`config.mk`:
```
export PLATFORM = sky130hd
export DESIGN_NAME = link_ready_frame_parser
export DESIGN_NICKNAME = d
export VERILOG_FILES = /design/src/rtl/lrfp_pkg.sv /design/src/rtl/lrfp_core.sv /design/src/rtl/lrfp_out.sv /design/src/rtl/link_ready_frame_parser.sv
export VERILOG_INCLUDE_DIRS = /design/src /design/src/rtl
export SDC_FILE = /design/constraint.sdc
export NUM_CORES = 1
export LEC_CHECK = 0
export BUFFER_PORTS_ARGS = -buffer_cell sky130_fd_sc_hd__buf_2
export CELL_PAD_IN_SITES_DETAIL_PLACEMENT = 1
export CELL_PAD_IN_SITES_GLOBAL_PLACEMENT = 2
export CORE_MARGIN = 1
export CORE_UTILIZATION = 33
export DETAILED_ROUTE_END_ITERATION = 8
export PLACE_DENSITY = 0.75
export RECOVER_POWER = 50
export SETUP_SLACK_MARGIN = 0.15
export SLEW_MARGIN = 40
export SYNTH_ARGS = -nofsm -noshare
export SYNTH_HDL_FRONTEND = slang
export SYNTH_SLANG_ARGS = --single-unit
```
`constraint.sdc`:
```
create_clock -name i_clk -period 3.7 [get_ports i_clk]
set_clock_uncertainty 0.05 [all_clocks]
set_input_delay 0.185 -clock i_clk [delete_from_list [all_inputs] [get_ports i_clk]]
set_output_delay 0.185 -clock i_clk [all_outputs]
set_load 0.02 [all_outputs]
```
`src/rtl/link_ready_frame_parser_macros.svh`:
```
// Assertion macros for the link ready frame parser.
// Included by the top level only; no other dependencies.
`ifndef LINK_READY_FRAME_PARSER_MACROS_SVH
`define LINK_READY_FRAME_PARSER_MACROS_SVH

// Same-cycle implication, disabled while reset is asserted.
`define LRFP_ASSERT_IMP(label, clk, rst_n, ante, cons) \
    label: assert property (@(posedge clk) disable iff (!(rst_n)) (ante) |-> (cons)) \
        else $error("lrfp assertion failed");

// Next-cycle implication, disabled while reset is asserted.
`define LRFP_ASSERT_NEXT(label, clk, rst_n, ante, cons) \
    label: assert property (@(posedge clk) disable iff (!(rst_n)) (ante) |=> (cons)) \
        else $error("lrfp assertion failed");

`endif

```
`src/rtl/lrfp_pkg.sv`:
```
// Shared types and constants of the link ready frame parser.
// Used by lrfp_core, lrfp_out and the top level; no dependencies.
`timescale 1ns / 1ps
package lrfp_pkg;

    // Configuration register indexes.
    localparam logic [1:0] CFG_MAGIC   = 2'd0;
    localparam logic [1:0] CFG_RTYPE   = 2'd1;
    localparam logic [1:0] CFG_PERIOD  = 2'd2;
    localparam logic [1:0] CFG_TIMEOUT = 2'd3;

    localparam logic [7:0]  MAGIC_RST   = 8'd170;
    localparam logic [7:0]  RTYPE_RST   = 8'd1;
    localparam logic [15:0] PERIOD_RST  = 16'd2000;
    localparam logic [31:0] TIMEOUT_RST = 32'd90000;

    localparam logic [7:0] HELLO_TYPE = 8'hFE;
    localparam logic [7:0] HELLO_LEN  = 8'h00;

    // Position of a result within a heartbeat burst.
    localparam logic [1:0] BEAT_MAGIC = 2'd0;
    localparam logic [1:0] BEAT_TYPE  = 2'd1;
    localparam logic [1:0] BEAT_LEN   = 2'd2;

    localparam logic OP_BYTE = 1'b0;

    // Result of one transaction as handed from the core to the output stage.
    typedef struct packed {
        logic       hb;
        logic [7:0] magic;
        logic       set;
        logic       ready;
    } t_res;

endpackage

```
`src/rtl/lrfp_core.sv`:
```
// Frame parser, tick counters and configuration registers.
// Depends on lrfp_pkg.
`timescale 1ns / 1ps
module lrfp_core (
    input  logic          i_clk,
    input  logic          i_rst_n,
    input  logic          i_cfg_we,
    input  logic [1:0]    i_cfg_idx,
    input  logic [31:0]   i_cfg_data,
    input  logic          i_accept,
    input  logic          i_operation,
    input  logic [7:0]    i_rx_byte,
    output lrfp_pkg::t_res o_res
);
    import lrfp_pkg::*;

    typedef enum logic [1:0] {
        PH_MAGIC   = 2'd0,
        PH_TYPE    = 2'd1,
        PH_LEN     = 2'd2,
        PH_PAYLOAD = 2'd3
    } t_phase;

    logic [7:0]  r_magic, r_rtype;
    logic [15:0] r_period;
    logic [31:0] r_timeout;

    t_phase      r_phase, n_phase;
    logic [7:0]  r_type, n_type;
    logic [7:0]  r_left, n_left;
    logic        r_ready, n_ready;
    logic [15:0] r_hello, n_hello;
    logic [31:0] r_start, n_start;

    logic        done;
    logic        set;
    logic        hb;
    logic [7:0]  left_dec;

    assign left_dec = r_left - 8'd1;

    always_comb begin
        n_phase = r_phase;
        n_type  = r_type;
        n_left  = r_left;
        n_ready = r_ready;
        n_hello = r_hello;
        n_start = r_start;
        done    = 1'b0;
        set     = 1'b0;
        hb      = 1'b0;
        if (i_operation == OP_BYTE) begin
            case (r_phase)
                PH_MAGIC: begin
                    if (i_rx_byte == r_magic) n_phase = PH_TYPE;
                end
                PH_TYPE: begin
                    n_type  = i_rx_byte;
                    n_phase = PH_LEN;
                end
                PH_LEN: begin
                    n_left = i_rx_byte;
                    if (i_rx_byte == 8'd0) done = 1'b1;
                    else n_phase = PH_PAYLOAD;
                end
                default: begin
                    n_left = left_dec;
                    if (left_dec == 8'd0) done = 1'b1;
                end
            endcase
            if (done) begin
                n_phase = PH_MAGIC;
                if (r_type == r_rtype && !r_ready) begin
                    n_ready = 1'b1;
                    set     = 1'b1;
                end
            end
        end else begin
            if (r_start != '1) n_start = r_start + 32'd1;
            if (!r_ready) begin
                if (r_hello != '1) n_hello = r_hello + 16'd1;
                if (n_hello >= r_period) begin
                    hb      = 1'b1;
                    n_hello = 16'd0;
                end
                if (n_start >= r_timeout) begin
                    n_ready = 1'b1;
                    set     = 1'b1;
                end
            end
        end
    end

    assign o_res.hb    = hb;
    assign o_res.magic = r_magic;
    assign o_res.set   = set;
    assign o_res.ready = n_ready;

    always_ff @(posedge i_clk) begin
        if (!i_rst_n) begin
            r_magic   <= MAGIC_RST;
            r_rtype   <= RTYPE_RST;
            r_period  <= PERIOD_RST;
            r_timeout <= TIMEOUT_RST;
            r_phase   <= PH_MAGIC;
            r_type    <= 8'd0;
            r_left    <= 8'd0;
            r_ready   <= 1'b0;
            r_hello   <= 16'd0;
            r_start   <= 32'd0;
        end else begin
            if (i_cfg_we) begin
                case (i_cfg_idx)
                    CFG_MAGIC:   r_magic   <= i_cfg_data[7:0];
                    CFG_RTYPE:   r_rtype   <= i_cfg_data[7:0];
                    CFG_PERIOD:  r_period  <= i_cfg_data[15:0];
                    CFG_TIMEOUT: r_timeout <= i_cfg_data;
                    default: ;
                endcase
            end
            if (i_accept) begin
                r_phase <= n_phase;
                r_type  <= n_type;
                r_left  <= n_left;
                r_ready <= n_ready;
                r_hello <= n_hello;
                r_start <= n_start;
            end
        end
    end

endmodule

```
`src/rtl/lrfp_out.sv`:
```
// Result register that plays out one or three results per transaction.
// Depends on lrfp_pkg.
`timescale 1ns / 1ps
module lrfp_out (
    input  logic           i_clk,
    input  logic           i_rst_n,
    input  logic           i_accept,
    input  lrfp_pkg::t_res i_res,
    input  logic           i_out_stall,
    output logic           o_in_stall,
    output logic           o_out_valid,
    output logic           o_has_tx_byte,
    output logic [7:0]     o_tx_byte,
    output logic           o_ready_res,
    output logic           o_became_ready,
    output logic           o_last
);
    import lrfp_pkg::*;

    logic       r_valid;
    logic [1:0] r_beat;
    t_res       r_res;
    logic       last;
    logic       take;

    assign last = !r_res.hb || (r_beat == BEAT_LEN);
    assign take = r_valid && !i_out_stall;

    // A new transaction may enter whenever the final result leaves this cycle.
    assign o_in_stall = r_valid && !(take && last);

    always_comb begin
        o_tx_byte = 8'd0;
        if (r_res.hb) begin
            case (r_beat)
                BEAT_MAGIC: o_tx_byte = r_res.magic;
                BEAT_TYPE:  o_tx_byte = HELLO_TYPE;
                default:    o_tx_byte = HELLO_LEN;
            endcase
        end
    end

    assign o_out_valid    = r_valid;
    assign o_has_tx_byte  = r_res.hb;
    assign o_ready_res    = r_res.ready;
    assign o_became_ready = r_res.set;
    assign o_last         = last;

    always_ff @(posedge i_clk) begin
        if (!i_rst_n) begin
            r_valid <= 1'b0;
            r_beat  <= BEAT_MAGIC;
        end else if (i_accept) begin
            r_valid <= 1'b1;
            r_beat  <= BEAT_MAGIC;
        end else if (take) begin
            if (last) r_valid <= 1'b0;
            else r_beat <= r_beat + 2'd1;
        end
    end

    always_ff @(posedge i_clk) begin
        if (i_accept) r_res <= i_res;
    end

endmodule

```
`src/rtl/link_ready_frame_parser.sv`:
```
// Link ready frame parser: receive frame parsing, heartbeat and ready timeout.
// Each input transaction carries a received byte (operation 0) or a one
// millisecond tick (operation 1). Both channels use valid and stall.
// A transaction is processed in the cycle it is accepted, and its first result
// is presented from the result register in the next cycle.
// A received byte or a quiet tick yields one result, so one transaction per
// cycle is sustained while the receiver does not stall. A tick that fires the
// heartbeat yields three results (magic, 0xFE, 0x00), and the input is stalled
// while the result register plays them out.
// The input is taken again in the same cycle the final result is accepted.
// When the receiver stalls, the current result holds and the input stalls.
// Reset is synchronous and active low: the parser waits for the magic byte,
// counters and ready clear, and registers return to 0xAA, 1, 2000 and 90000.
// Configuration writes take effect at the clock edge of the write enable.
// Depends on lrfp_pkg, lrfp_core, lrfp_out and the macros header.
`timescale 1ns / 1ps
module link_ready_frame_parser (
    input  logic        i_clk,
    input  logic        i_rst_n,
    input  logic        i_cfg_we,
    input  logic [1:0]  i_cfg_idx,
    input  logic [31:0] i_cfg_data,
    input  logic        i_in_valid,
    output logic        o_in_stall,
    input  logic        i_operation,
    input  logic [7:0]  i_rx_byte,
    output logic        o_out_valid,
    input  logic        i_out_stall,
    output logic        o_has_tx_byte,
    output logic [7:0]  o_tx_byte,
    output logic        o_ready_res,
    output logic        o_became_ready,
    output logic        o_last
);
    import lrfp_pkg::*;

`include "link_ready_frame_parser_macros.svh"

    logic accept;
    t_res res;

    assign accept = i_in_valid && !o_in_stall;

    lrfp_core u_core (
        .i_clk       (i_clk),
        .i_rst_n     (i_rst_n),
        .i_cfg_we    (i_cfg_we),
        .i_cfg_idx   (i_cfg_idx),
        .i_cfg_data  (i_cfg_data),
        .i_accept    (accept),
        .i_operation (i_operation),
        .i_rx_byte   (i_rx_byte),
        .o_res       (res)
    );

    lrfp_out u_out (
        .i_clk          (i_clk),
        .i_rst_n        (i_rst_n),
        .i_accept       (accept),
        .i_res          (res),
        .i_out_stall    (i_out_stall),
        .o_in_stall     (o_in_stall),
        .o_out_valid    (o_out_valid),
        .o_has_tx_byte  (o_has_tx_byte),
        .o_tx_byte      (o_tx_byte),
        .o_ready_res    (o_ready_res),
        .o_became_ready (o_became_ready),
        .o_last         (o_last)
    );

    // Only heartbeat bursts have results before the last one.
    `LRFP_ASSERT_IMP(a_burst_has_tx, i_clk, i_rst_n, o_out_valid && !o_last, o_has_tx_byte)
    // A transaction that set ready reports ready.
    `LRFP_ASSERT_IMP(a_set_ready, i_clk, i_rst_n, o_out_valid && o_became_ready, o_ready_res)
    // A burst keeps the result register busy until its last result.
    `LRFP_ASSERT_NEXT(a_burst_cont, i_clk, i_rst_n,
        o_out_valid && !i_out_stall && !o_last, o_out_valid && o_has_tx_byte)

endmodule
```
Word level (Yosys, flattened, before mapping)

Index checks and enable logic that the tools add are counted.

Register bits: 145
Bits in latches: 0
Bits in writable memories: 0
ROM bits: 0
Input port bits: 48
Output and inout bits: 14
Word-level logic and storage cells: 103
Memories kept: 0

Add/subtract/negate cells: 4
$mul: 0
Divide/modulo/power cells: 0
$lt $le $gt $ge: 2
Eq/ne operators: 13
Shift-type cells: 0
Muxes and demuxes: 30
Bitwise logic cells: 5
Reductions and logical operators: 33

Operator list:

| cell                                                 | number |
|---|---|
| 2-to-1 mux 16 bit                                    | 4 |
| 2-to-1 mux 32 bit                                    | 2 |
| adder 32 x 1 -> 32 bit (second input constant)       | 1 |
| greater-or-equal comparator 32 bit                   | 1 |
| inequality test 32 bit (second input constant)       | 1 |
| case mux 8 bit (2 select lines)                      | 2 |
| adder 16 x 1 -> 16 bit (second input constant)       | 1 |
| equality test 8 bit                                  | 2 |
| greater-or-equal comparator 16 bit                   | 1 |
| logical NOT 8 bit                                    | 2 |
| 2-to-1 mux 1 bit                                     | 16 |
| inequality test 16 bit (second input constant)       | 1 |
| AND reduction 2 bit                                  | 7 |
| AND reduction 3 bit                                  | 3 |
| equality test 2 bit (second input constant)          | 4 |
| 2-to-1 mux 8 bit                                     | 1 |
| subtractor 8 x 1 -> 8 bit (second input constant)    | 1 |
| equality test 2 x 1 -> 1 bit (second input constant) | 3 |
| logical NOT 2 bit                                    | 3 |
| 2-to-1 mux 2 bit                                     | 3 |
| case mux 2 bit (3 select lines)                      | 1 |
| OR reduction 2 bit                                   | 3 |
| logical AND 1 bit                                    | 5 |
| logical NOT 1 bit                                    | 5 |
| other kinds (9)                                      | 14 |

Longest topological paths before layout

Gate-level depths: netlist (run 1).

Depth after elaboration: 9
Mapped depth: 16
Gate-level depth less buffers: 14

Modules after synthesis

Synthesis (run 1) repeated with hierarchy kept, for this count alone.

Cells, all modules: 1012
Area, all modules: 8425.6 sq um

By module, submodules not included:

| module                  | instances | cells each | area each (sq um) | sequential area each (sq um) |
|---|---|---|---|---|
| lrfp_core               | 1         | 963        | 7792.5            | 2622.5 |
| lrfp_out                | 1         | 48         | 619.3             | 390.4 |
| link_ready_frame_parser | 1         | 1          | 13.8              | 0.0 |

Worst setup path after synthesis (run 1)

No wires, ideal clock.

Kind: register to register
From: reg u_core.r_hello[0]
To: reg u_core.r_hello[0]
Library setup time: 77 ps
Arrival time: 3532 ps
Required time: 3573 ps
Slack: 41 ps
Stages on the path, launching flop included: 14
Path buffers: 0
Clock period less this slack: 3659 ps
Cells stage by stage: dfxtp_1 -> ha_1 -> nand3_1 -> nor4_2 -> a21oi_1 -> and3_1 -> xnor2_1 -> ha_1 -> and4_1 -> a211oi_1 -> a31oi_1 -> a311oi_2 -> nand3_1 -> o22ai_1

Longest elaborated chain between the ends: 6
Elaborated cells on any way between the ends: 7
Classes of those cells: add/sub (1); order compare (1); eq/ne (1); mux (4)

RTL lines:

| element                                                          | line             | source |
|---|---|---|
| from (decl)                                                      | lrfp_core.sv:32  | `logic [15:0] r_hello, n_hello;` |
| from (signal assigned)                                           | lrfp_core.sv:126 | `r_hello <= n_hello;` |
| adder 16 x 1 -> 16 bit or inequality test 16 bit (tied branches) | lrfp_core.sv:81  | `if (r_hello != '1) n_hello = r_hello + 16'd1;` |
| 2-to-1 mux 16 bit (*)                                            | lrfp_core.sv:81  |  |
| 2-to-1 mux 16 bit (*)                                            | lrfp_core.sv:80  | `if (!r_ready) begin` |
| 2-to-1 mux 16 bit (*)                                            | lrfp_core.sv:52  | `if (i_operation == OP_BYTE) begin` |
| greater-or-equal comparator 16 bit                               | lrfp_core.sv:82  | `if (n_hello >= r_period) begin` |
| 2-to-1 mux 16 bit (*)                                            | lrfp_core.sv:82  |  |

Every way passes the cells marked *; elsewhere a longest branch is shown, timed or not. The select of a mux whose other input is x is not followed.
A chain may end at the register's enable or synchronous reset.

Worst setup path in the final report (run 1)

From: reg u_core.r_start[16]
To: reg u_core.r_ready

Longest elaborated chain between the ends: 7
Elaborated cells on any way between the ends: 8
Classes of those cells: add/sub (1); order compare (1); eq/ne (1); mux (5)

RTL lines:

| element                                                          | line             | source |
|---|---|---|
| from (decl)                                                      | lrfp_core.sv:33  | `logic [31:0] r_start, n_start;` |
| from (signal assigned)                                           | lrfp_core.sv:127 | `r_start <= n_start;` |
| adder 32 x 1 -> 32 bit or inequality test 32 bit (tied branches) | lrfp_core.sv:79  | `if (r_start != '1) n_start = r_start + 32'd1;` |
| 2-to-1 mux 32 bit (*)                                            | lrfp_core.sv:79  |  |
| 2-to-1 mux 32 bit (*)                                            | lrfp_core.sv:52  |  |
| greater-or-equal comparator 32 bit (*)                           | lrfp_core.sv:86  | `if (n_start >= r_timeout) begin` |
| 2-to-1 mux 1 bit (*)                                             | lrfp_core.sv:86  |  |
| 2-to-1 mux 1 bit (*)                                             | lrfp_core.sv:80  |  |
| 2-to-1 mux 1 bit (*)                                             | lrfp_core.sv:52  |  |
| to (signal assigned)                                             | lrfp_core.sv:125 | `r_ready <= n_ready;` |
| to (decl)                                                        | lrfp_core.sv:31  | `logic r_ready, n_ready;` |

Marks and branches as above.

==> summary.txt, run 1 <==
Synthesis
  • Number of nets produced by synthesis: 1,128
  • Most instantiated library cell after synthesis: sky130_fd_sc_hd__nand2_1
  • Count of unique library cells instantiated by Yosys: 65
  • Number of synthesized register bits: around 150
  • Most area-hungry cell type in the Yosys netlist: sky130_fd_sc_hd__dfxtp_1
  • Post-Synthesis Mean Instance Area: roughly 8.2 um2
  • Async S/R FF share, synth: 0%
  • Count of warnings emitted by yosys: 0
  • Mapped Cells: 1,020
  • Area share of the largest cell type after synthesis: roughly 32%
  • Number of synthesized flops with an enable pin: 11
  • Ranking of synthesized cells by instance count: sky130_fd_sc_hd__nand2_1 (152), sky130_fd_sc_hd__dfxtp_1 (134), sky130_fd_sc_hd__nor2_1 (88), sky130_fd_sc_hd__inv_1 (71), sky130_fd_sc_hd__a21oi_1 (66)
  • Area of the mapped netlist: approximately 0.0083 mm2
  • Sequential share of the synthesized area: between 30% and 40%
  • Most common flop cell mapped by yosys: sky130_fd_sc_hd__dfxtp_1
  • Cell types with the largest area share after synthesis: sky130_fd_sc_hd__dfxtp_1 (32%), sky130_fd_sc_hd__ha_1 (9.0%), sky130_fd_sc_hd__nand2_1 (6.9%)

STA
  • Tightest Pin Transition: 1.856 ns
  • Setup TNS: 0 ns
  • Worst rel slew slack: -23.70%
  • Fmax achieved: between 200 and 300 MHz
  • Hold Violations, Final: 0
  • Pins over their slew limit: 42
  • Ratio of final minimum period to clock period: ~92%
  • Number of setup violations in the final report: 0
  • Min Tclk post-route: 3.393 ns
  • Setup repair after global routing missed its margin: yes

Pwr
  • Worst vdd ir: approximately 0.26 mV
  • Leakage power of the design: 0.004265 uW
  • Areal power density over the cells: 361.6 mW/mm2

Clock network
  • Inserted Clock Buffers: 17
  • CTS H-Tree Depth: 4
  • Cell at the root of the clock tree: sky130_fd_sc_hd__clkbuf_16
  • Clock Sinks: 145
  • CTS tree: built
  • Clock latency at the later pin of the worst-skew pair: around 0.44 ns
  • Clk slew on worst S/H paths: 0.06 ns
  • Clk buf depth: 2

Setup path
  • Critical-path cell with the highest stage delay: sky130_fd_sc_hd__or4b_4
  • Path depth of the worst reg2reg path: 12
  • Critical Path, Cell by Cell: and3_1 -> nand4_4 -> or4b_4 -> nor2_1 -> xor2_1 -> ha_1 -> nand4_1 -> nor4_4 -> nor4bb_1 -> o21a_1 -> o22ai_2 -> o31ai_1
  • Arrival time worst endpoint: about 3.7 ns
  • Worst flop-to-flop path startpoint: u_core.r_start[16]
  • Maximum net fanout on the critical path: 5
  • Kind of critical path: flip-flop to flip-flop
  • Critical register-to-register path endpoint: u_core.r_ready
  • Critical Path RT: 3.98 ns
  • Crit start category: flip-flop
  • Largest stage delay on the critical path: ~0.60 ns
  • R2r setup slk: about 0.3 ns
  • Worst setup EP type: flip-flop

Global routing
  • Wire length of the first global-routing pass: slightly below 40,000 um
  • Pin count of the biggest net entering global routing: 64
  • Number of global-route vias before repair: 7,660
  • Antenna violations before repair: 0
  • Overall overflow remaining after global route: 0
  • GRT Resource Usage Total: roughly a fifth

Job
  • Max cap viols: 1

Floorplan
  • Ports placed on the boundary: between 60 and 70
  • Floorplan row count: between 50 and 60
  • Initial Utilization: 33.92%
  • Die Ht: 160.8 um
  • Die area: between 0.02 and 0.03 mm2
  • Chip width: roughly 160 um
  • Area of the core: roughly 0.025 mm2

Routing
  • Post-DR vias/cell: a little over 5
  • Via Count: between 7,000 and 8,000
  • Routed wire length per instance: 16.63 um
  • DRC violations left: 0
  • Detail Route Antenna Nets: 0
  • Routed Wire Length: between 20,000 and 25,000 um
  • Iteration-0 DRC Markers: between 200 and 300
  • Number of optimization iterations in the first detailed-route pass: 4

Min path
  • Critical hold path startpoint: i_cfg_data[5]
  • Worst hold path type: primary input to flip-flop
  • Number of cells traversed by the worst hold path: 3
  • Endpoint of the worst hold path: u_core.r_period[5]

Layout
  • # fillers: around 3,000
  • Relative area change from synthesis to final layout: 23.56%
  • Final cell utilization of the core: 41.91%
  • Fraction of layout cells with a size suffix above 1: ~15%
  • Number of nets at the end of the flow: between 1,000 and 1,500
  • Antenna fix cells: 0

Run status
  • Violated checks: capacitance limit, slew limit
  • Run status: finished, violations left

Placed design
  • Count of buffers from port buffering: 61
  • Final weighted congestion in routability-driven placement: 0.8282
  • Post-DP HPWL: 17,670 um
==> cell type report <==
| type | instances | area, um2 | share of cell area, % |
|---|---|---|---|
| Multi-Input combinational cell | 755 | 5015 | 48.77 |
| Timing Repair Buffer | 145 | 982.2 | 9.552 |
| Inverter | 71 | 266.5 | 2.592 |
| Sequential cell | 145 | 3019 | 29.36 |
| Clock buffer | 18 | 439.2 | 4.271 |
| Clock inverter | 14 | 155.1 | 1.509 |
| Tap cell | 324 | 405.4 | 3.943 |
==> metrics by stage <==
step	hold slack (ns)	instance area [um2]	power [uW]	setup slack, ns	instances
after global routing	0.006648	10280	3865	0.1090	1472
after global placement	0.3700	9241	1955	0.04179	1410
final	0.01741	10280	3718	0.3066	1472
after CTS	0.003654	10160	3757	0.1602	1470
after floorplan	0.2557	8333	1835	0.1613	1020
after detailed placement	0.3795	9241	1961	-0.1304	1410
==> logic make-up (layout without fill, tap and decap cells) <==
logic type / after synthesis / count (layout) / synth area share [%]
mux: 30 / 30 / 3.654
fa+ha+maj: 60 / 60 / 9.021
xor+xnor: 82 / 82 / 8.630
compound gates: 179 / 179 / 13.52
buf+inv: 120 / 248 / 5.668
simple gates: 404 / 404 / 23.30
flops: 145 / 145 / 36.21
==> state kept, by name (all words and copies together) (netlist names), 8 cells and up <==
signal,cells
u_core.r_left,8
u_core.r_type,8
u_core.r_rtype,8
u_core.r_timeout,32
u_out.r_res,8
u_core.r_hello,16
u_core.r_start,32
u_core.r_magic,8
u_core.r_period,16
==> metal layers <==
layer  GRT usage (%)  wire (um)  vias to the layer above
met5               0          0                        -
met4           5.660        249                        0
met3           3.099        658                       12
met2           33.27      11850                       78
met1           25.41      11730                     3614
li1                -          -                     3767
==> timing repair <==
action / CTS / global route
pin swaps: 1 / 11
setup buffers: 1 / 2
endpoints found under the hold margin: 38 / 0
hold buffers: 27 / 0
resized for setup: 9 / 33
setup endpoints to repair: 6 / 20
==> worst max-delay path, delay by kind of cell (launching register included) <==
kind                       cells  cell delay [ns]
adders and majority gates      1             0.31
AOI/OAI and AO/OA              3             0.48
and+or+nand+nor                7             1.98
xor gates and xnor gates       1             0.10
DFF                            1             0.37
==> power by group <==
| group | switching (uW) | total (uW) | internal (uW) |
|---|---|---|---|
| clock network | 745 | 1760 | 1020 |
| registers | 20.6 | 1640 | 1620 |
| logic | 194 | 315 | 121 |
| total | 960 | 3720 | 2760 |
==> worst max-delay path by stage <==
stage                                  start            endpoint  slack [ns]  cells past startpoint
after detailed placement   u_core.r_start[1]      u_core.r_ready       -0.13                     14
after floorplan            u_core.r_hello[0]   u_core.r_hello[0]        0.16                     13
after global placement     u_core.r_start[1]      u_core.r_ready        0.04                     14
after CTS                  u_core.r_hello[0]  u_core.r_hello[13]        0.16                     14
final                     u_core.r_start[16]      u_core.r_ready        0.31                     12
after global routing      u_core.r_start[16]      u_core.r_ready        0.11                     12
==> layout by cell type (no fill, tap or decap), types with 5 or more instances in the layout <==
cell type / n
sky130_fd_sc_hd__mux2i_1: 27
sky130_fd_sc_hd__buf_4: 50
sky130_fd_sc_hd__a21oi_1: 65
sky130_fd_sc_hd__and3_1: 10
sky130_fd_sc_hd__a211oi_1: 10
sky130_fd_sc_hd__clkinv_4: 6
sky130_fd_sc_hd__and4_1: 5
sky130_fd_sc_hd__ha_1: 59
sky130_fd_sc_hd__nor2_1: 87
sky130_fd_sc_hd__o22ai_1: 15
sky130_fd_sc_hd__nor2b_1: 9
sky130_fd_sc_hd__nor4_1: 18
sky130_fd_sc_hd__buf_2: 46
sky130_fd_sc_hd__nand2_1: 152
sky130_fd_sc_hd__nand3_1: 29
sky130_fd_sc_hd__a31oi_1: 12
sky130_fd_sc_hd__nand2b_1: 9
sky130_fd_sc_hd__inv_1: 71
sky130_fd_sc_hd__a21o_1: 7
sky130_fd_sc_hd__o21ai_0: 20
sky130_fd_sc_hd__o211ai_1: 17
sky130_fd_sc_hd__edfxtp_1: 11
sky130_fd_sc_hd__clkbuf_1: 18
sky130_fd_sc_hd__nor3_1: 23
sky130_fd_sc_hd__xor2_1: 31
sky130_fd_sc_hd__dlygate4sd3_1: 27
sky130_fd_sc_hd__dfxtp_1: 129
sky130_fd_sc_hd__xnor2_1: 47
sky130_fd_sc_hd__dfxtp_2: 5
sky130_fd_sc_hd__nor3b_1: 6
sky130_fd_sc_hd__nand4_1: 17
sky130_fd_sc_hd__clkbuf_16: 17
sky130_fd_sc_hd__o21a_1: 5
Note: power is estimated with default switching activity, not from simulation.
==> inputs of run 2 (changes only) <==
--- a/config.mk
+++ b/config.mk
@@ -10,9 +10,10 @@
 export CELL_PAD_IN_SITES_DETAIL_PLACEMENT = 1
 export CELL_PAD_IN_SITES_GLOBAL_PLACEMENT = 2
 export CORE_MARGIN = 1
-export CORE_UTILIZATION = 33
+export CORE_UTILIZATION = 37
 export DETAILED_ROUTE_END_ITERATION = 8
-export PLACE_DENSITY = 0.75
+export MAX_ROUTING_LAYER = met4
+export PLACE_DENSITY = 0.8
 export RECOVER_POWER = 50
 export SETUP_SLACK_MARGIN = 0.15
 export SLEW_MARGIN = 40
==> constraint.sdc (replaced) <==
create_clock -name i_clk -period 3.9 [get_ports i_clk]
set_clock_uncertainty 0.05 [all_clocks]
set_input_delay 0.195 -clock i_clk [delete_from_list [all_inputs] [get_ports i_clk]]
set_output_delay 0.195 -clock i_clk [all_outputs]
set_load 0.02 [all_outputs]
==> run 2 against run 1 <==
The run ends with DRC, capacitance limit, slew limit left. Worst setup slack improved by 0.0021 ns. Critical path depth is 3 higher. Routed wire length down 3.6%. Non-clock buffer count is 17 lower. Via count decreased by 0.98%. Maximum frequency down 5.5%. Flip-flop and latch count did not move. Largest cell class unchanged. Largest power group unchanged.
==> summary.txt, run 2 (synthesis results as in run 1) <==
Run status
  • Run status: finished, violations left
  • Violated checks: DRC, capacitance limit, slew limit

STA
  • Tightest Pin Transition: between 2 and 3 ns
  • Setup TNS: 0 ns
  • Hold Violations, Final: 0
  • Number of setup violations in the final report: 0
  • Worst rel slew slack: -98.46%
  • Min Tclk post-route: between 3 and 4 ns
  • Setup repair after global routing missed its margin: no
  • Pins over their slew limit: approximately 110
  • Ratio of final minimum period to clock period: 92.08%
  • Fmax achieved: between 200 and 300 MHz
  • Final worst setup slack: between 0.3 and 0.4 ns

Layout
  • Antenna fix cells: 0
  • Finished layout cell area: 0.01001 mm2
  • Fraction of layout cells with a size suffix above 1: 13.69%
  • Number of nets at the end of the flow: 1,227
  • Relative area change from synthesis to final layout: 20.33%
  • Largest regs: u_core.r_start: 32 flops, u_core.r_timeout: 32 flops
  • Commonest non-fill, non-tap cell in the layout: sky130_fd_sc_hd__nand2_1
  • # fillers: about 2,700
  • FF+latch area: approximately 0.0030 mm2
  • Most frequent cells in the layout: sky130_fd_sc_hd__nand2_1 (151), sky130_fd_sc_hd__dfxtp_1 (129), sky130_fd_sc_hd__nor2_1 (87)
  • Multi-input gate area: 0.004947 mm2

Global routing
  • Pin count of the biggest net entering global routing: 65
  • M1 GR Usage: between 20% and 30%
  • Antenna violations before repair: 0
  • Layer carrying the most global-route usage: met2
  • Met3 track demand over resource in global routing: 3.936%
  • Global-route track usage on met2: about 36%
  • Overall overflow remaining after global route: 0
  • Wire length of the first global-routing pass: 38,990 um
  • Number of global-route vias before repair: 7,623
  • GRT Resource Usage Total: 21.76%

Clock network
  • Clock Sinks: 145
  • CTS tree: built
  • Clock latency at the later pin of the worst-skew pair: 0.43 ns
  • CTS H-Tree Depth: 4
  • Cell at the root of the clock tree: sky130_fd_sc_hd__clkbuf_16
  • Clk slew on worst S/H paths: roughly 0.06 ns
  • Inserted Clock Buffers: 17
  • Clk buf depth: 2

Placed design
  • Worst setup slack before clock tree synthesis: a little over 0.07 ns
  • Final weighted congestion in routability-driven placement: approximately 0.8
  • Count of buffers from port buffering: slightly above 60
  • Post-DP HPWL: between 15,000 and 20,000 um
  • Area after DPL: 0.009040 mm2

Pwr
  • Internal power: approximately 2600 uW
  • Share of power burned in registers: around 44%
  • Switching share of power: between 20% and 30%
  • Leakage power of the design: between 0.004 and 0.005 uW
  • Areal power density over the cells: between 300 and 400 mW/mm2
  • Worst vdd ir: 0.2749 mV
  • Clk pwr share: 47.3%
  • Comb pwr share: under 10%
  • Sw Pwr: between 800 and 900 uW

Floorplan
  • Initial Utilization: a little under two fifths
  • Die area: around 0.023 mm2
  • Ports placed on the boundary: between 60 and 70
  • Area of the core: 0.02196 mm2
  • Chip width: 152.0 um
  • Die Ht: approximately 150 um
  • Floorplan row count: 54

Routing
  • Routed wire length per instance: 16.72 um
  • Via Count: 7,398
  • Iteration-0 DRC Markers: roughly 280
  • Post-DR vias/cell: 5.239
  • Detail Route Antenna Nets: 0
  • DRC violations left: 16
  • Number of optimization iterations in the first detailed-route pass: 7
  • Routed Wire Length: approximately 24,000 um

Setup path
  • Crit-path most repeated cell: sky130_fd_sc_hd__ha_1
  • Path depth of the worst reg2reg path: 15
  • Crit start category: flip-flop
  • Maximum net fanout on the critical path: 6
  • Critical Path, Cell by Cell: ha_1 -> nand2_1 -> or3_1 -> o41ai_2 -> buf_4 -> or2_2 -> nor2_1 -> xor2_1 -> ha_1 -> nand4_1 -> nor4_4 -> nor4bb_2 -> o21a_1 -> o22ai_2 -> o31ai_1
  • R2r setup slk: roughly 0.3 ns
  • Largest stage delay on the critical path: 0.39 ns
  • Worst setup EP type: flip-flop
  • Critical-path cell with the highest stage delay: sky130_fd_sc_hd__or3_1
  • Critical Path RT: roughly 4.2 ns
  • Kind of critical path: flip-flop to flip-flop
  • Arrival time worst endpoint: 3.86 ns
  • Worst flop-to-flop path startpoint: u_core.r_start[1]
  • Critical register-to-register path endpoint: u_core.r_ready

Min path
  • Critical hold path startpoint: i_cfg_data[0]
  • Endpoint of the worst hold path: u_core.r_period[0]
  • Number of cells traversed by the worst hold path: 3
  • Worst hold path type: primary input to flip-flop

Job
  • Max cap viols: 2
[run 2: changes by cell type in the layout (fill, tap and decap cells not counted), sizes merged]
cell	previous run	this run
clkinv	8	5
or4b	1	2
dlygate4sd3	27	24
clkbuf	37	34
clkinvlp	1	7
inv	74	71
buf	99	88
[run 2: worst max path at each step]
stage / start / endpoint / slack [ns] / depth (start not counted)
floorplan: u_core.r_hello[0] / u_core.r_hello[0] / 0.24 / 13
global placement: u_core.r_start[1] / u_core.r_ready / 0.24 / 15
detailed placement: u_core.r_start[1] / u_core.r_ready / 0.07 / 15
CTS: u_core.r_start[1] / u_core.r_ready / 0.20 / 15
global route: u_core.r_start[1] / u_core.r_ready / 0.1 / 15
finish: u_core.r_start[1] / u_core.r_ready / 0.31 / 15
[run 2: worst max-delay path, delay by kind of cell (launching register included)]
family	cells	cell delay, ns
flip-flops	1	0.37
AO/OA/AOI/OAI	4	0.78
buffers and inverters	1	0.21
adder cells (fa/ha/maj)	2	0.51
XOR/XNOR	1	0.15
AND/OR/NAND/NOR	7	1.41
[run 2: metrics by stage]
step                std cells  util (%)  total power (uW)  hold slack (ns)
finish                   1412     45.60              3501          0.01238
global route             1412     45.60              3636          0.02598
CTS                      1405     45.09              3542         0.004706
detailed placement       1347     41.17              1858           0.3930
global placement         1347     41.15              1852           0.3866
floorplan                1020         -              1741           0.2657
[run 2: power by group through the flow]
stage | logic [uW] | registers (uW) | clock network (uW)
after floorplan | 155 | 1590 | 0
final | 289 | 1560 | 1660
after global routing | 325 | 1560 | 1750
after global placement | 266 | 1590 | 0
after CTS | 292 | 1560 | 1700
after detailed placement | 269 | 1590 | 0
[run 2: repair_timing]
item	CTS	global route
gates cloned	0	1
gates resized for setup	3	20
endpoints found under the setup margin	3	11
hold endpoints to repair	31	0
buffers inserted	2	6
pin swaps	0	4
hold buffers	24	0
[run 2: final cells by class]
type                       count  share of cell area (%)
tap                          280                   3.499
clock buffer                  18                   4.498
multi-input combinational    756                   49.41
clock inverter                14                   1.387
sequential                   145                   30.15
inverter                      71                   2.661
timing repair buffer         128                   8.397
[run 2: layer usage]
layer  share of wire (%)  vias to the layer above
li1                    -                     3727
met1                  48                     3566
met2                  49                       91
met3                 3.0                       14
met4                0.66                        0
met5                   0                        -
==> inputs of run 3 (changes only) <==
--- a/config.mk
+++ b/config.mk
@@ -13,10 +13,11 @@
 export CORE_UTILIZATION = 37
 export DETAILED_ROUTE_END_ITERATION = 8
 export MAX_ROUTING_LAYER = met4
-export PLACE_DENSITY = 0.8
+export PLACE_DENSITY = 0.79
 export RECOVER_POWER = 50
 export SETUP_SLACK_MARGIN = 0.15
 export SLEW_MARGIN = 40
 export SYNTH_ARGS = -nofsm -noshare
 export SYNTH_HDL_FRONTEND = slang
+export SYNTH_HIERARCHICAL = 1
 export SYNTH_SLANG_ARGS = --single-unit
==> run 3 against run 2 <==
The flow finishes with violations (capacitance limit, slew limit). Final area down 0.75%. Critical path depth down 1. Worst hold slack better by 0.011 ns. Sequential power is essentially flat. First-iteration DRC count increased by 1.8%. Synthesized cell count fell by 0.78%. Sequential share of layout area is 0.22 points higher. Critical path type unchanged. Largest cell class unchanged. Largest power group unchanged.
==> summary.txt, run 3 <==
STA
  • Number of setup violations in the final report: 0
  • Pins over their slew limit: ~140
  • Min Tclk post-route: between 3 and 4 ns
  • Hold WS: between 0.02 and 0.025 ns
  • Hold Violations, Final: 0
  • Worst rel slew slack: -38.42%
  • Final worst setup slack: 0.3197 ns
  • Setup repair after global routing missed its margin: no
  • Fmax achieved: ~280 MHz
  • Setup TNS: 0 ns
  • Ratio of final minimum period to clock period: around 92%
  • Tightest Pin Transition: between 2 and 2.5 ns

Clock network
  • CTS H-Tree Depth: 4
  • Clk slew on worst S/H paths: roughly 0.060 ns
  • Clock Sinks: about 150
  • Clock latency at the later pin of the worst-skew pair: approximately 0.43 ns
  • Inserted Clock Buffers: 17
  • Clk buf depth: 2
  • CTS tree: built
  • Cell at the root of the clock tree: sky130_fd_sc_hd__clkbuf_16

Placed design
  • Worst setup slack before clock tree synthesis: 0.1827 ns
  • Count of buffers from port buffering: 61
  • Post-DP HPWL: ~17,000 um
  • Final weighted congestion in routability-driven placement: a little over 0.8

Floorplan
  • Initial Utilization: between 30% and 40%
  • Floorplan row count: 54
  • Die Ht: between 150 and 200 um
  • Area of the core: between 0.02 and 0.025 mm2
  • Die area: around 0.023 mm2
  • Ports placed on the boundary: 62
  • Chip width: 152.9 um

Job
  • Max cap viols: 2

Synthesis
  • Mapped Cells: a little over 1,000
  • Most area-hungry cell type in the Yosys netlist: sky130_fd_sc_hd__dfxtp_1
  • Number of nets produced by synthesis: around 1,100
  • Ranking of synthesized cells by instance count: sky130_fd_sc_hd__nand2_1 (144), sky130_fd_sc_hd__dfxtp_1 (134), sky130_fd_sc_hd__nor2_1 (87), sky130_fd_sc_hd__a21oi_1 (75), sky130_fd_sc_hd__inv_1 (62)
  • Area share of the largest cell type after synthesis: a little under a third
  • Sequential share of the synthesized area: a little over a third
  • Count of warnings emitted by yosys: 6
  • Async S/R FF share, synth: 0%
  • Number of synthesized flops with an enable pin: 11
  • Number of synthesized register bits: 145
  • Post-Synthesis Mean Instance Area: ~8.3 um2
  • Count of unique library cells instantiated by Yosys: 62
  • Most instantiated library cell after synthesis: sky130_fd_sc_hd__nand2_1
  • Most common flop cell mapped by yosys: sky130_fd_sc_hd__dfxtp_1
  • Area of the mapped netlist: around 0.0084 mm2
  • Cell types with the largest area share after synthesis: sky130_fd_sc_hd__dfxtp_1 (32%), sky130_fd_sc_hd__ha_1 (8.9%), sky130_fd_sc_hd__nand2_1 (6.4%)

Routing
  • DRC violations left: 0
  • Number of optimization iterations in the first detailed-route pass: 5
  • Routed wire length per instance: between 15 and 20 um
  • Detail Route Antenna Nets: 0
  • Routed Wire Length: approximately 24,000 um
  • Iteration-0 DRC Markers: approximately 280
  • Post-DR vias/cell: 5.231
  • Via Count: 7,281

Layout
  • Most frequent cells in the layout: sky130_fd_sc_hd__nand2_1 (143), sky130_fd_sc_hd__dfxtp_1 (130), sky130_fd_sc_hd__nor2_1 (87)
  • Relative area change from synthesis to final layout: 17.95%
  • Largest regs: u_core/r_start: 32 flops, u_core/r_timeout: 32 flops
  • Commonest non-fill, non-tap cell in the layout: sky130_fd_sc_hd__nand2_1
  • Number of nets at the end of the flow: 1,206
  • # fillers: about 2,700
  • Fraction of layout cells with a size suffix above 1: between 10% and 20%
  • Final cell utilization of the core: 44.98%

Setup path
  • Critical Path RT: 4.13 ns
  • Kind of critical path: flip-flop to flip-flop
  • Arrival time worst endpoint: ~3.8 ns
  • Crit start category: flip-flop
  • Worst setup EP type: flip-flop
  • Maximum net fanout on the critical path: 6

Global routing
  • Overall overflow remaining after global route: 0
  • Pin count of the biggest net entering global routing: 93
  • Wire length of the first global-routing pass: 39,100 um
  • GRT Resource Usage Total: between 20% and 30%
  • Antenna violations before repair: 0
  • Number of global-route vias before repair: roughly 7,600

Run status
  • Violated checks: capacitance limit, slew limit
  • Run status: finished, violations left

Pwr
  • Leakage power of the design: roughly 0.004 uW
  • Internal power: between 2000 and 3000 uW
  • Switching share of power: around a quarter
  • Clk pwr share: between 40 and 50%
  • Power after layout: ~3500 uW
  • Sw Pwr: approximately 900 uW
  • Share of power burned in registers: 43.9%
  • Areal power density over the cells: 356.0 mW/mm2
  • Worst vdd ir: slightly below 0.2 mV
  • Comb pwr share: about 7.7%

Min path
  • Worst hold path type: primary input to flip-flop
[run 3: metrics by stage]
step / cells / area [um2]
2_1_floorplan: 1012 / 8426
3_3_place_gp: 1328 / 8997
3_5_place_dp: 1328 / 9006
4_1_cts: 1386 / 9879
5_1_grt: 1391 / 9936
6_report: 1392 / 9938
[run 3: worst paths after layout]
kind,start,end,slack [ns],cells past startpoint
min reg2reg,u_core/r_timeout[18],u_core/r_timeout[18],0.40,2
min,i_cfg_data[5],u_core/r_period[5],0.02,3
max reg2reg,u_core/r_hello[1],u_core/r_hello[5],0.32,14
max,u_core/r_hello[1],u_core/r_hello[5],0.32,14
[run 3: what timing repair did]
| item | in CTS | in global routing |
|---|---|---|
| endpoints found under the hold margin | 35 | 0 |
| pin swaps | 0 | 5 |
| cloned | 0 | 0 |
| buffers inserted | 0 | 4 |
| gates resized for setup | 1 | 15 |
| hold buffers | 26 | 0 |
| endpoints found under the setup margin | 2 | 16 |
[run 3: cell families after synthesis]
family,synth area share (%)
AND/OR/NAND/NOR,23.64
AO/OA/AOI/OAI,12.03
flip-flops,35.76
buffers and inverters,6.400
XOR/XNOR,8.940
adder cells (fa/ha/maj),8.910
multiplexers,4.321
[run 3: final cells by class]
cell class	count	area (um2)	share of cell area, %
diodes	1	2.502	0.02518
clock inverters	15	182.7	1.838
well taps	280	350.3	3.525
multi-input cells	751	4942	49.73
clock buffers	17	425.4	4.280
inverters	62	232.7	2.342
repair buffers	121	784.5	7.894
flip-flops and latches	145	3018	30.37
[run 3: power by group through the flow]
stage | combinational, uW | clock [uW] | sequential (uW)
floorplan | 149 | 0 | 1580
global placement | 246 | 0 | 1590
detailed placement | 252 | 0 | 1590
CTS | 275 | 1760 | 1550
global route | 305 | 1820 | 1560
finish | 274 | 1710 | 1550
[run 3: layer usage]
| metal | track usage (%) | part of all wire (%) | vias to the layer above |
|---|---|---|---|
| met2 | 36.92 | 49 | 83 |
| met4 | 5.868 | 1.1 | 0 |
| met5 | - | 0 | - |
| met3 | 3.431 | 2.1 | 24 |
| met1 | 26.65 | 48 | 3501 |
| li1 | - | - | 3673 |
[run 3: critical path, stage by stage, from the launching register on]
cell                        delay (ns)
sky130_fd_sc_hd__dfxtp_1          0.41
sky130_fd_sc_hd__ha_1             0.22
sky130_fd_sc_hd__nand3_2          0.14
sky130_fd_sc_hd__or3b_2           0.51
sky130_fd_sc_hd__nor2_1           0.12
sky130_fd_sc_hd__mux2_2           0.37
sky130_fd_sc_hd__ha_1             0.29
sky130_fd_sc_hd__nand4_1          0.13
sky130_fd_sc_hd__or3_1            0.39
sky130_fd_sc_hd__o2111ai_1        0.16
sky130_fd_sc_hd__a211oi_2         0.06
sky130_fd_sc_hd__buf_4            0.17
sky130_fd_sc_hd__buf_4            0.13
sky130_fd_sc_hd__a41oi_1          0.22
sky130_fd_sc_hd__a31oi_1          0.06
